===== config.mk =====
export PLATFORM = sky130hd
export DESIGN_NAME = scbsa_front
export DESIGN_NICKNAME = d
export VERILOG_FILES = /design/src/rtl/core/scbsa_pkg.sv /design/src/rtl/core/scbsa_fifo.sv /design/src/rtl/core/scbsa_front.sv
export SDC_FILE = /design/constraint.sdc
export NUM_CORES = 1
export LEC_CHECK = 0
export BUFFER_PORTS_ARGS = -buffer_cell sky130_fd_sc_hd__buf_4
export CORE_MARGIN = 2
export CORE_UTILIZATION = 55
export CTS_CLUSTER_SIZE = 14
export DETAILED_ROUTE_END_ITERATION = 8
export PLACE_DENSITY = 0.83
export SLEW_MARGIN = 20
export SYNTH_ARGS = -nofsm -noshare
export SYNTH_HDL_FRONTEND = slang
export SYNTH_SLANG_ARGS = --single-unit

===== constraint.sdc =====
create_clock -name clk -period 5.7 [get_ports clk]
set_input_delay 0.855 -clock clk [delete_from_list [all_inputs] [get_ports clk]]
set_output_delay 0.855 -clock clk [all_outputs]
set_load 0.02 [all_outputs]

===== src/rtl/core/scbsa_pkg.sv =====
// ----------------------------------------------------------------------------
// scbsa_pkg
// Shared types and codes of the size class bitmap slab allocator.
// ----------------------------------------------------------------------------
package scbsa_pkg;

    // request modes
    localparam logic [1:0] MODE_ALLOC = 2'd0;
    localparam logic [1:0] MODE_FREE  = 2'd1;
    localparam logic [1:0] MODE_ADD   = 2'd2;
    localparam logic [1:0] MODE_NOP   = 2'd3;

    // result status codes
    localparam logic [2:0] ST_OK        = 3'd0;
    localparam logic [2:0] ST_NEED_PAGE = 3'd1;
    localparam logic [2:0] ST_NO_EMPTY  = 3'd2;
    localparam logic [2:0] ST_BAD_FREE  = 3'd3;
    localparam logic [2:0] ST_RELEASED  = 3'd4;
    localparam logic [2:0] ST_ALL_REL   = 3'd5;

    // register indexes
    localparam logic REG_BLOCK_SIZE = 1'b0;
    localparam logic REG_BPP        = 1'b1;

    localparam int PAGE_SHIFT = 16;

    // classified request handed from front to back
    typedef struct packed {
        logic [1:0]  op;
        logic        bad;
        logic [47:0] page;
        logic [5:0]  slot;
        logic [9:0]  blk;
    } cmd_t;

    // one result
    typedef struct packed {
        logic [2:0]  status;
        logic [63:0] addr;
        logic [47:0] rel;
        logic [5:0]  used;
    } res_t;

endpackage


===== src/rtl/core/scbsa_fifo.sv =====
// ----------------------------------------------------------------------------
// scbsa_fifo
// Two-entry queue with push/full and pop/empty sides.
// ----------------------------------------------------------------------------
module scbsa_fifo #(
    parameter int W = 8
) (
    input  logic         clk,
    input  logic         rst_n,
    input  logic         push,
    input  logic [W-1:0] din,
    output logic         full,
    input  logic         pop,
    output logic [W-1:0] dout,
    output logic         empty
);
    logic [W-1:0] data_mem [2];
    logic         wr_ptr_reg, wr_ptr_next;
    logic         rd_ptr_reg, rd_ptr_next;
    logic [1:0]   count_reg, count_next;
    logic         do_push, do_pop;

    assign full    = (count_reg == 2'd2);
    assign empty   = (count_reg == 2'd0);
    assign do_push = push && !full;
    assign do_pop  = pop && !empty;
    assign dout    = data_mem[rd_ptr_reg];

    always_comb
    begin
        wr_ptr_next = wr_ptr_reg ^ do_push;
        rd_ptr_next = rd_ptr_reg ^ do_pop;
        count_next  = count_reg + {1'b0, do_push} - {1'b0, do_pop};
    end

    always_ff @(posedge clk)
    begin
        if (do_push)
        begin
            data_mem[wr_ptr_reg] <= din;
        end
    end

    always_ff @(posedge clk or negedge rst_n)
    begin
        if (!rst_n)
        begin
            wr_ptr_reg <= 1'b0;
            rd_ptr_reg <= 1'b0;
            count_reg  <= 2'd0;
        end
        else
        begin
            wr_ptr_reg <= wr_ptr_next;
            rd_ptr_reg <= rd_ptr_next;
            count_reg  <= count_next;
        end
    end
endmodule


===== src/rtl/core/scbsa_front.sv =====
// ----------------------------------------------------------------------------
// scbsa_front
// Accepts requests, screens free requests for range, queues them.
// ----------------------------------------------------------------------------
module scbsa_front #(
    parameter int SLOTS      = 64,
    parameter int MAX_BLOCKS = 1024
) (
    input  logic                                 clk,
    input  logic                                 rst_n,
    input  logic                                 push,
    output logic                                 full,
    input  logic [1:0]                           mode,
    input  logic [47:0]                          page_number,
    input  logic [5:0]                           slot_index,
    input  logic [9:0]                           block_index,
    input  logic [$clog2(MAX_BLOCKS+1)-1:0]      eff_bpp,
    output logic                                 cmd_valid,
    output scbsa_pkg::cmd_t                      cmd,
    input  logic                                 cmd_pop
);
    import scbsa_pkg::*;

    cmd_t cmd_in;
    logic [$bits(cmd_t)-1:0] cmd_raw;
    logic cmd_empty;

    always_comb
    begin
        cmd_in.op   = mode;
        cmd_in.page = page_number;
        cmd_in.slot = slot_index;
        cmd_in.blk  = block_index;
        // slot past the table or block past the page
        cmd_in.bad  = (32'(slot_index) >= 32'(SLOTS)) || (32'(block_index) >= 32'(eff_bpp));
    end

    scbsa_fifo #(.W($bits(cmd_t))) u_cmd_q (
        .clk   (clk),
        .rst_n (rst_n),
        .push  (push),
        .din   (cmd_in),
        .full  (full),
        .pop   (cmd_pop),
        .dout  (cmd_raw),
        .empty (cmd_empty)
    );

    assign cmd       = cmd_t'(cmd_raw);
    assign cmd_valid = !cmd_empty;
endmodule


==> run_results.csv <==
group,metric,value,unit
timing,final_min_period_over_clock_period,53.8,%
pwr,power.leakage,2.91,nW
setup_path,worstPathArrival,2.21,ns
timing,finalCriticalPeriod,3.06,ns
yosys,netlist-cell-type-count,22,
layout,multi_input_area,1160,um^2
layout,final_cell_area,7290,um^2
layout,drive_gt1_share,57.4,%
layout,seqCellArea,4130,um^2
global_route,grt_pass1_vias,2857,
clock_network,post_cts_buffers,0,
layout,diodes,0,
yosys,yosys_warnings,0,
timing,finalHoldViolCount,0,
global_route,grt_usage,17.7,%
drt,drtAntennaViolNets,0,
placement,place_area,6630,um^2
layout,fin_cells,567,
pwr,irDropWorstVdd,311,uV
yosys,synth.area.top_cells,"edfxtp_1, mux2_2, mux2_4",
drt,drt-wirelength-per-cell,16.5,um
setup_path,path_max_fanout,68,
yosys,synth_cells,262,
layout,largest_register_ffs,134,
setup_path,endpoint,"cmd[25]",
timing,relSlewSlack,33.8,%
drt,vias,2806,
clock_network,clk_latency,0.50,ns
clock_network,cts.sinks,138,
global_route,grt_start_max_net_pins,69,
yosys,synth_largest_area_cell,"edfxtp_1",
placement,place_worst_setup_slack,3.13,ns
pwr,p_per_area,548,nW/um^2
timing,setup_tns,0,ns
setup_path,crit_start,"u_cmd_q.rd_ptr_reg",
layout,final_cell_mix,"buf_4, edfxtp_1, mux2_2",
die,initial_core_util,55.9,%
setup_path,worstSetupStartpointType,"register",
clock_network,cts_resized,0,
clock_network,cts_tree,"built",
clock_network,hold_buffers,0,
timing,setup_slack,2.64,ns
die,die_area,10600,um^2
setup_path,end_kind,"output port",
timing,tightest_slew,0.993,ns
timing,setup_viol,0,
clock_network,clk_root_buffer_cell,"clkbuf_8",
yosys,synth-seq-cells,138,
yosys,synth_fp_nets,357,
layout,final_common_cell,"buf_4",
layout,postLayoutCoreUtil,75.7,%
drt,postRouteWirelength,9350,um
global_route,grt_pass1_wl,13700,um
global_route,antenna_found_initial,0,
clock_network,cts.path.max_buffers,2,
placement,dp_hpwl,6010,um
worst_hold_path,min_path_type,"in2async",
timing,final.setup_skew,0.00359,ns
yosys,yosys.area.top_type_share,74.7,%
timing,drv_slew,0,
timing,rsz0062_at_grt,"no",
layout,fillers,569,
layout,area_growth,35.4,%
clock_network,cts_buffers,17,
setup_path,timing.rr.start,"u_cmd_q.count_reg[1]",
global_route,grt_remaining_overflow,0,
die,io_pins,150,
status,status,"completed",
placement,place_inst,536,
setup_path,crit_type,"reg2out",
timing,fmax,326,MHz
die,core,9640,um^2
setup_path,crit_required,4.85,ns
drt,firstDrtPassIters,4,
setup_path,rr_endpoint,"u_cmd_q.data_mem[1][42]",
job,maxCapViolCount,0,
yosys,postSynthAreaPerCell,20.6,um^2
drt,drc,0,
die,die_h,103,um
drt,vias_per_cell,4.95,
setup_path,reg2reg_slack,3.53,ns
die,die_w,103,um
clock_network,htreeDepth,4,
layout,num-nets-final,517,
yosys,seq_area_frac_synth,76.5,%
clock_network,clk_pin_slew,0.06,ns
drt,dr.first_iter.drc_count,82,
placement,io_buffers,149,
setup_path,r2r_cells,3,
placement,gp_congestion,0.701,
die,num_rows,36,
yosys,syn_area,5390,um^2
## metal layers
metal  vias up  GRT usage, %  routed length [um]
met3        22          5.36                 578
li1       1337             -                   -
met1      1349          20.6                3580
met2        98          29.4                4970
met4         0          9.72                 226
met5         -             0                   0
## stage by stage
stage | hold slack (ns) | power, mW
2_1_floorplan | 0.559 | 2.34
3_3_place_gp | 0.600 | 2.78
3_5_place_dp | 0.620 | 2.81
4_1_cts | 0.115 | 4.04
5_1_grt | 0.112 | 4.17
6_report | 0.138 | 4.00
## critical path: stages, from the launching register on
cell and delay (ns):
dfrtp_4 1.09, mux2_2 0.44, buf_4 0.16
## report_power, final
part           switching (mW)  internal (mW)
registers               0.160           1.39
logic                   0.610          0.617
clock network           0.380          0.835
## final cells by class
class / instances / share of cell area, %
clock buffer: 17 / 5.68
inverter: 14 / 0.720
sequential: 138 / 56.6
timing repair buffer: 149 / 15.3
multi-input combinational: 102 / 16.0
clock inverter: 14 / 3.45
tap: 133 / 2.28
## synthesized netlist by cell type, drive strengths merged
| library cell | count |
|---|---|
| ha | 14 |
| or2 | 1 |
| nand3 | 1 |
| xnor2 | 2 |
| buf | 8 |
| a21oi | 3 |
| a41oi | 1 |
| nand2 | 3 |
| a2bb2oi | 1 |
| and2 | 1 |
| nor2b | 3 |
| a21o | 1 |
| dfrtp | 4 |
| o21ai | 2 |
| and4b | 1 |
| edfxtp | 134 |
| mux2 | 67 |
| inv | 14 |
| xor2 | 1 |
## worst min-delay path by stage
| stage | start | cells after the start | endpoint | slack (ns) |
|---|---|---|---|---|
| after global placement | u_cmd_q.count_reg[1] | 2 | u_cmd_q.count_reg[1] | 0.60 |
| final | rst_n | 1 | u_cmd_q.wr_ptr_reg | 0.14 |
| after global routing | rst_n | 1 | u_cmd_q.count_reg[1] | 0.11 |
| after CTS | rst_n | 1 | u_cmd_q.wr_ptr_reg | 0.11 |
| after detailed placement | u_cmd_q.count_reg[1] | 2 | u_cmd_q.count_reg[1] | 0.62 |
| after floorplan | rst_n | 0 | u_cmd_q.count_reg[0] | 0.56 |
## cells by family (layout without fill, tap and decap cells)
logic type / Yosys count / count (layout) / synth area share [%]
buffers and inverters: 22 / 194 / 2.32
muxes: 67 / 67 / 15.4
AOI/OAI and AO/OA: 8 / 8 / 0.929
xor gates and xnor gates: 3 / 3 / 0.488
adders and majority gates: 14 / 14 / 3.25
DFF: 138 / 138 / 76.5
and+or+nand+nor: 10 / 10 / 1.07
No activity file was read; power rests on OpenSTA's default activity.
