## src/rtl/core/scbsa_fifo.sv

```systemverilog
// ----------------------------------------------------------------------------
// scbsa_fifo
// Two-entry queue with push/full and pop/empty sides.
// ----------------------------------------------------------------------------
module scbsa_fifo #(
    parameter int W = 8
) (
    input  logic         clk,
    input  logic         rst_n,
    input  logic         push,
    input  logic [W-1:0] din,
    output logic         full,
    input  logic         pop,
    output logic [W-1:0] dout,
    output logic         empty
);
    logic [W-1:0] data_mem [2];
    logic         wr_ptr_reg, wr_ptr_next;
    logic         rd_ptr_reg, rd_ptr_next;
    logic [1:0]   count_reg, count_next;
    logic         do_push, do_pop;

    assign full    = (count_reg == 2'd2);
    assign empty   = (count_reg == 2'd0);
    assign do_push = push && !full;
    assign do_pop  = pop && !empty;
    assign dout    = data_mem[rd_ptr_reg];

    always_comb
    begin
        wr_ptr_next = wr_ptr_reg ^ do_push;
        rd_ptr_next = rd_ptr_reg ^ do_pop;
        count_next  = count_reg + {1'b0, do_push} - {1'b0, do_pop};
    end

    always_ff @(posedge clk)
    begin
        if (do_push)
        begin
            data_mem[wr_ptr_reg] <= din;
        end
    end

    always_ff @(posedge clk or negedge rst_n)
    begin
        if (!rst_n)
        begin
            wr_ptr_reg <= 1'b0;
            rd_ptr_reg <= 1'b0;
            count_reg  <= 2'd0;
        end
        else
        begin
            wr_ptr_reg <= wr_ptr_next;
            rd_ptr_reg <= rd_ptr_next;
            count_reg  <= count_next;
        end
    end
endmodule

```

## config.mk

```make
export PLATFORM = sky130hd
export DESIGN_NAME = scbsa_fifo
export DESIGN_NICKNAME = d
export VERILOG_FILES = /design/src/rtl/core/scbsa_fifo.sv
export SDC_FILE = /design/constraint.sdc
export NUM_CORES = 1
export LEC_CHECK = 0
export ABC_AREA = 1
export BUFFER_PORTS_ARGS = -buffer_cell sky130_fd_sc_hd__buf_2
export CORE_MARGIN = 1
export CORE_UTILIZATION = 36
export DETAILED_ROUTE_END_ITERATION = 8
export SYNTH_ARGS = -nofsm -noshare
export SYNTH_HDL_FRONTEND = slang
export SYNTH_SLANG_ARGS = --single-unit
```

## constraint.sdc

```tcl
create_clock -name clk -period 1.35 [get_ports clk]
set_input_delay 0.3375 -clock clk [delete_from_list [all_inputs] [get_ports clk]]
set_output_delay 0.3375 -clock clk [all_outputs]
set_load 0.03 [all_outputs]
```

==> results of run 1 <==
## worst min-delay path by stage
stage,start,slack (ps),end
after floorplan,rst_n,40,count_reg[0]
after global placement,rst_n,150,rd_ptr_reg
after detailed placement,rst_n,150,rd_ptr_reg
after CTS,din[6],210,data_mem[0][6]
after global routing,din[3],210,data_mem[0][3]
final,din[2],230,data_mem[1][2]
## final cells by class
| class | instances | area, sq um | area share, % |
|---|---|---|---|
| inverters | 11 | 48.8 | 3.71 |
| clock buffers | 3 | 22.5 | 1.71 |
| flip-flops and latches | 20 | 582 | 44.2 |
| repair buffers | 31 | 268 | 20.4 |
| well taps | 28 | 35.0 | 2.66 |
| clock inverters | 1 | 30.0 | 2.28 |
| multi-input cells | 41 | 329 | 25.0 |
## what timing repair did
item | 4_1_cts | 5_1_grt
hold buffers | 1 | 0
endpoints found under the setup margin | 19 | 28
pin swaps | 12 | 4
endpoints found under the hold margin | 4 | 0
gates resized for setup | 52 | 12
setup buffers | 6 | 2
## cells in the final DEF, fill, tap and decap left out
cell type       n
nand3_1         2
bufinv_16       1
nand2_1        14
buf_6          16
edfxtp_1       16
inv_4           1
o21ai_4         1
inv_1           4
buf_4           3
dlygate4sd3_1   1
nand2_4         4
inv_2           5
clkbuf_4        3
clkinv_4        1
buf_2          11
nand2_2        15
nor2_4          1
dfrtp_2         1
dfrtp_1         3
ha_4            4
## kinds of logic (layout without fill, tap and decap cells)
family | Yosys count | count (layout) | share of synthesized area, %
buffers and inverters | 12 | 46 | 6.86
AND/OR/NAND/NOR | 36 | 36 | 17.0
adder cells (fa/ha/maj) | 4 | 4 | 5.96
flip-flops | 20 | 20 | 69.2
AO/OA/AOI/OAI | 1 | 1 | 1.04
## Yosys cell counts
cell,number,share of area [%]
inv_2,3,1.3
edfxtp_1,16,57
nand2_1,31,14
dfrtp_1,4,12
nand3_1,2,1.2
nor2_1,1,0.45
buf_6,1,1.3
o21ai_2,1,1.0
inv_1,7,3.1
nand2_2,2,1.5
ha_1,4,6.0
inv_6,1,1.0
## stage by stage
step / cell area [sq um] / TNS [ps] / cells / util (%)
final: 1320 / -1320 / 135 / 59.4
after global routing: 1320 / -1820 / 135 / 59.4
after CTS: 1240 / -1430 / 133 / 56.2
after detailed placement: 976 / -53.7 / 122 / 44.1
after global placement: 976 / -37.4 / 122 / 44.1
after floorplan: 840 / 0 / 73 / -
## per-layer routing
layer	global-route usage, %	vias up
met3	2.12	2
met1	13.0	282
met2	24.0	11
met5	0	-
met4	6.48	0
li1	-	301
## power by group through the flow
stage               sequential [mW]  clock [mW]  combinational [mW]
floorplan                     0.929           0               0.815
global placement              0.987           0                1.01
detailed placement            0.993           0                1.02
CTS                           0.962       0.487                1.66
global route                  0.995       0.509                1.97
finish                        0.978       0.471                1.84
==> out/results.ini, run 1 <==
[setup_path]
arrival_ps=1160
crit_path_end=dout[4]
required_ps=1010
crit_chain=buf_6 > nand2_2 > nand2_2 > buf_6
cpLargestDelayFamily=flip-flops
end_kind=primary output
startpoint=rd_ptr_reg
rrSetupSlack_ps=-40
crit_type=flop to primary output
crit_path_start_kind=flop
cpMaxStageDelayCell=dfrtp_2
worst_r2r_path_depth=9
r2r-start=count_reg[1]
rr_endpoint=count_reg[1]
critPathMaxFanout=5
cp.depth=4
crit_buf_inv=2
cpPeakStageDelay_ps=470

[detailed_routing]
viasPerCell=4.41
wl_per_cell_um=11.3
met1_length_um=600
drc=0
top_layer=met4
vias=596
drtIter0Drc=5
drtPass1Iterations=4
wirelength_um=1530
dr_wl_met3_um=61
met2_length_um=855
postRouteAntennaNets=0

[power_and_ir_drop]
design_power_total_mw=3.29
p_leak_nw=0.594
p_seq_share_pct=29.7
swShare_pct=39.0
p_clk_share_pct=14.3
comb_power_share_pct=55.9
peakVddDrop_uv=1150
p_sw_mw=1.28
p_per_area_nw_per_um2=2500
p_int_mw=2.01

[cts]
cts_tree=built
cts_buffers=3
path_clk_slew_ps=110
ctsHtreeMaxLevel=1
cts_root_buffer=clkbuf_4
ctsLongestPathBuffers=2
cts_sinks=20
clkLatencyLatePin_ps=290

[floorplan]
core_sq_um=2210
start_util_pct=38.0
row_count=17
die_y_um=50.3
die_area_sq_um=2530
dieWidth_um=50.3
pin_count=22

[logic_synthesis]
synth_cells=73
synth.avg_cell_area_sq_um=11.5
yosysWarnings=0
syn_area_sq_um=840
yosys.cell_types.count=12
seq_area_frac_synth_pct=69.2
synth_seq_cells=20
synth_fp_nets=89

[finish]
diodes=0
fillers=174
drive_gt1_share_pct=62.6
nets=124
syn2layout_area_growth_pct=56.6
largest_reg_flops=16

[placement]
hpwl_um=917
portBuffers=21
pre_cts_ws_ps=-53.7
place_congestion=0.677

[global_routing]
antenna_found_initial=0
grt_pass1_wl_um=2340
grt_usage_pct=12.6
grt_pass1_vias=582
grt_max_degree=13
overflow=0

[timing]
rsz0062_at_grt=true
holdWs_ps=226
hold_viol=0
drv_slew=0
period_share_pct=111
setup-violations-final=11
worst_slew_pin_slew_ps=156
period_needed_ps=1500
max_freq_mhz=667
slew_headroom_pct=89.5
skew_ps=3.57
setup_slack_ps=-150

[run_status]
violations=negative setup slack
status=finished with violations

[worst_hold_path]
min_path_cells=1
hp-class=input port to flop

[job]
timing.max_cap.violations=0

Note: power is estimated with default switching activity, not from simulation.
==> run 2: changes to the inputs <==
- BUFFER_PORTS_ARGS: -buffer_cell sky130_fd_sc_hd__buf_2 -> -buffer_cell sky130_fd_sc_hd__buf_4
- REMOVE_ABC_BUFFERS: unset -> 1
==> run 2 against run 1 <==
Net effect: the flow still finishes with violations (negative setup slack); die area unchanged; core utilization down 1.6 points; final area shrank 2.7%; wire length decreased by 6.9%; first-iteration DRC count rose by 100%; setup slack lost 3.3 ps; register-to-register slack better by 40 ps; hold slack lost 1.1 ps; power down 8.2%; via count fell by 2.2%; count of clock-buffer cells in the layout grew 1; clock skew down 2.5 ps; critical path type unchanged; largest power group unchanged.
==> out/results.ini, run 2 (synthesis results as in run 1) <==
[power_and_ir_drop]
swShare_pct=40.7  ; was 39.0%
p_sw_mw=1.23  ; was 1.28 mW
comb_power_share_pct=59.6  ; was 55.9%
p_seq_share_pct=31.1  ; was 29.7%
peakVddDrop_uv=1220  ; was 1150 uV
p_int_mw=1.79  ; was 2.01 mW
p_per_area_nw_per_um2=2360  ; was 2500 nW/um^2
p_clk_share_pct=9.3  ; was 14.3%
p_leak_nw=0.572  ; was 0.594 nW

[cts]
clkLatencyLatePin_ps=290  ; about the same
path_clk_slew_ps=100  ; was 110 ps
ctsHtreeMaxLevel=1  ; unchanged
ctsLongestPathBuffers=2  ; unchanged
cts_root_buffer=clkbuf_4  ; unchanged
cts_tree=built  ; unchanged
cts_sinks=20  ; unchanged
cts_buffers=3  ; unchanged

[setup_path]
worst_r2r_path_depth=8  ; was 9
end_kind=primary output  ; unchanged
crit_type=flop to primary output  ; unchanged
required_ps=1010  ; about the same
crit_path_start_kind=flop  ; unchanged
critPathMaxFanout=7  ; was 5
rr_endpoint=count_reg[1]  ; unchanged
rrSetupSlack_ps=0  ; was -40 ps
arrival_ps=1170  ; was 1160 ps
r2r-start=count_reg[0]  ; was count_reg[1]

[worst_hold_path]
hp-class=input port to flop  ; unchanged
min_path_cells=1  ; unchanged
worstHoldEndpoint=data_mem[1][3]  ; was data_mem[1][2]
hp-start=din[3]  ; was din[2]

[detailed_routing]
drc=0  ; unchanged
postRouteAntennaNets=0  ; unchanged
wirelength_um=1420  ; was 1530 um
wl_per_cell_um=10.6  ; was 11.3 um
drtIter0Drc=10  ; was 5
viasPerCell=4.35  ; was 4.41
drtPass1Iterations=3  ; was 4
vias=583  ; was 596

[timing]
worst_slew_pin_slew_ps=164  ; was 156 ps
tns_ps=-1310  ; was -1320 ps
slew_headroom_pct=89.1  ; was 89.5%
skew_ps=1.07  ; was 3.57 ps
hold_viol=0  ; unchanged
rsz0062_at_grt=true  ; unchanged
period_share_pct=111  ; about the same
drv_slew=0  ; unchanged
setup_slack_ps=-153  ; was -150 ps
holdWs_ps=225  ; was 226 ps
period_needed_ps=1500  ; about the same
setup-violations-final=10  ; was 11
max_freq_mhz=665  ; was 667 MHz

[finish]
stdcell_area_sq_um=1280  ; was 1320 sq um
fin_util_pct=57.9  ; was 59.4%
final_cell_mix=nand2_1 (23), edfxtp_1 (16), buf_4 (14), buf_6 (13), nand2_2 (9)  ; was edfxtp_1 (16), buf_6 (16), nand2_2 (15), nand2_1 (14), buf_2 (11)
final_common_cell=nand2_1
drive_gt1_share_pct=51.9  ; was 62.6%
nets=123  ; was 124
largest_reg_flops=16  ; unchanged
diodes=0  ; unchanged
syn2layout_area_growth_pct=52.5  ; was 56.6%

[floorplan]
die_area_sq_um=2530  ; unchanged
core_sq_um=2210  ; unchanged
start_util_pct=38.0  ; unchanged
dieWidth_um=50.3  ; unchanged
die_y_um=50.3  ; unchanged
pin_count=22  ; unchanged
row_count=17  ; unchanged

[placement]
placed_area_sq_um=1060  ; was 976 sq um
place_congestion=0.741  ; was 0.677
hpwl_um=909  ; was 917 um
pre_cts_ws_ps=-37.9  ; was -53.7 ps
portBuffers=21  ; unchanged

[run_status]
status=finished with violations  ; unchanged
violations=negative setup slack  ; unchanged

[global_routing]
grt_pass1_wl_um=2200  ; was 2340 um
grt_max_degree=12  ; was 13
antenna_found_initial=0  ; unchanged
overflow=0  ; unchanged
grt_usage_pct=12.2  ; was 12.6%
grt_pass1_vias=526  ; was 582

[job]
timing.max_cap.violations=0  ; unchanged

run 2: cell count changes in the layout (fill, tap and decap cells not counted), sizes merged:
| cell | before | now |
|---|---|---|
| clkbuf | 3 | 4 |
| buf | 30 | 28 |
| inv | 10 | 11 |
| bufinv | 1 | 0 |
run 2: cell type report:
| class | count | area, sq um |
|---|---|---|
| Multi-Input combinational cell | 41 | 292 |
| Inverter | 11 | 53.8 |
| Sequential cell | 20 | 581 |
| Timing Repair Buffer | 29 | 282 |
| Tap cell | 28 | 35.0 |
| Clock buffer | 4 | 26.3 |
| Fill cell | 191 | 932 |
| Timing Repair inverter | 1 | 11.3 |
run 2: how the worst max path moves through the flow:
stage / from / to / slack, ps
floorplan: count_reg[0] / count_reg[1] / 40
global placement: count_reg[0] / count_reg[1] / -20
detailed placement: count_reg[0] / count_reg[1] / -40
CTS: rd_ptr_reg / dout[7] / -180
global route: rd_ptr_reg / dout[7] / -220
finish: rd_ptr_reg / dout[5] / -150
run 2: power groups by stage:
stage                     clock network [mW]  registers (mW)  logic (mW)
after detailed placement                   0           0.949        1.26
after global routing                   0.313           0.958        1.94
after global placement                     0           0.948        1.24
after floorplan                            0           0.965       0.743
after CTS                              0.288           0.929        1.67
final                                  0.280           0.939        1.80
run 2: timing repair:
item	4_1_cts	5_1_grt
setup buffers	3	1
hold buffers	1	0
hold endpoints to repair	4	0
resized for setup	30	9
cloned	1	0
endpoints found under the setup margin	11	20
pin swaps	8	6
run 2: worst max-delay path, stage by stage (launching register included):
cell and delay [ps]:
dfrtp_1 420, buf_12 160, clkinv_8 60, nand2_1 50
nand2_1 60, buf_6 130
run 2: metal layers:
metal / vias to the layer above / part of all wire, % / GRT usage, %
met5: - / 0 / 0
met2: 9 / 57 / 22.4
li1: 299 / - / -
met4: 0 / 0 / 5.56
met3: 0 / 3.0 / 1.82
met1: 275 / 40 / 13.8
run 2: through the flow:
stage | total power, mW | std cells
4_1_cts | 2.89 | 133
2_1_floorplan | 1.71 | 72
3_3_place_gp | 2.19 | 124
5_1_grt | 3.21 | 134
3_5_place_dp | 2.21 | 124
6_report | 3.02 | 134
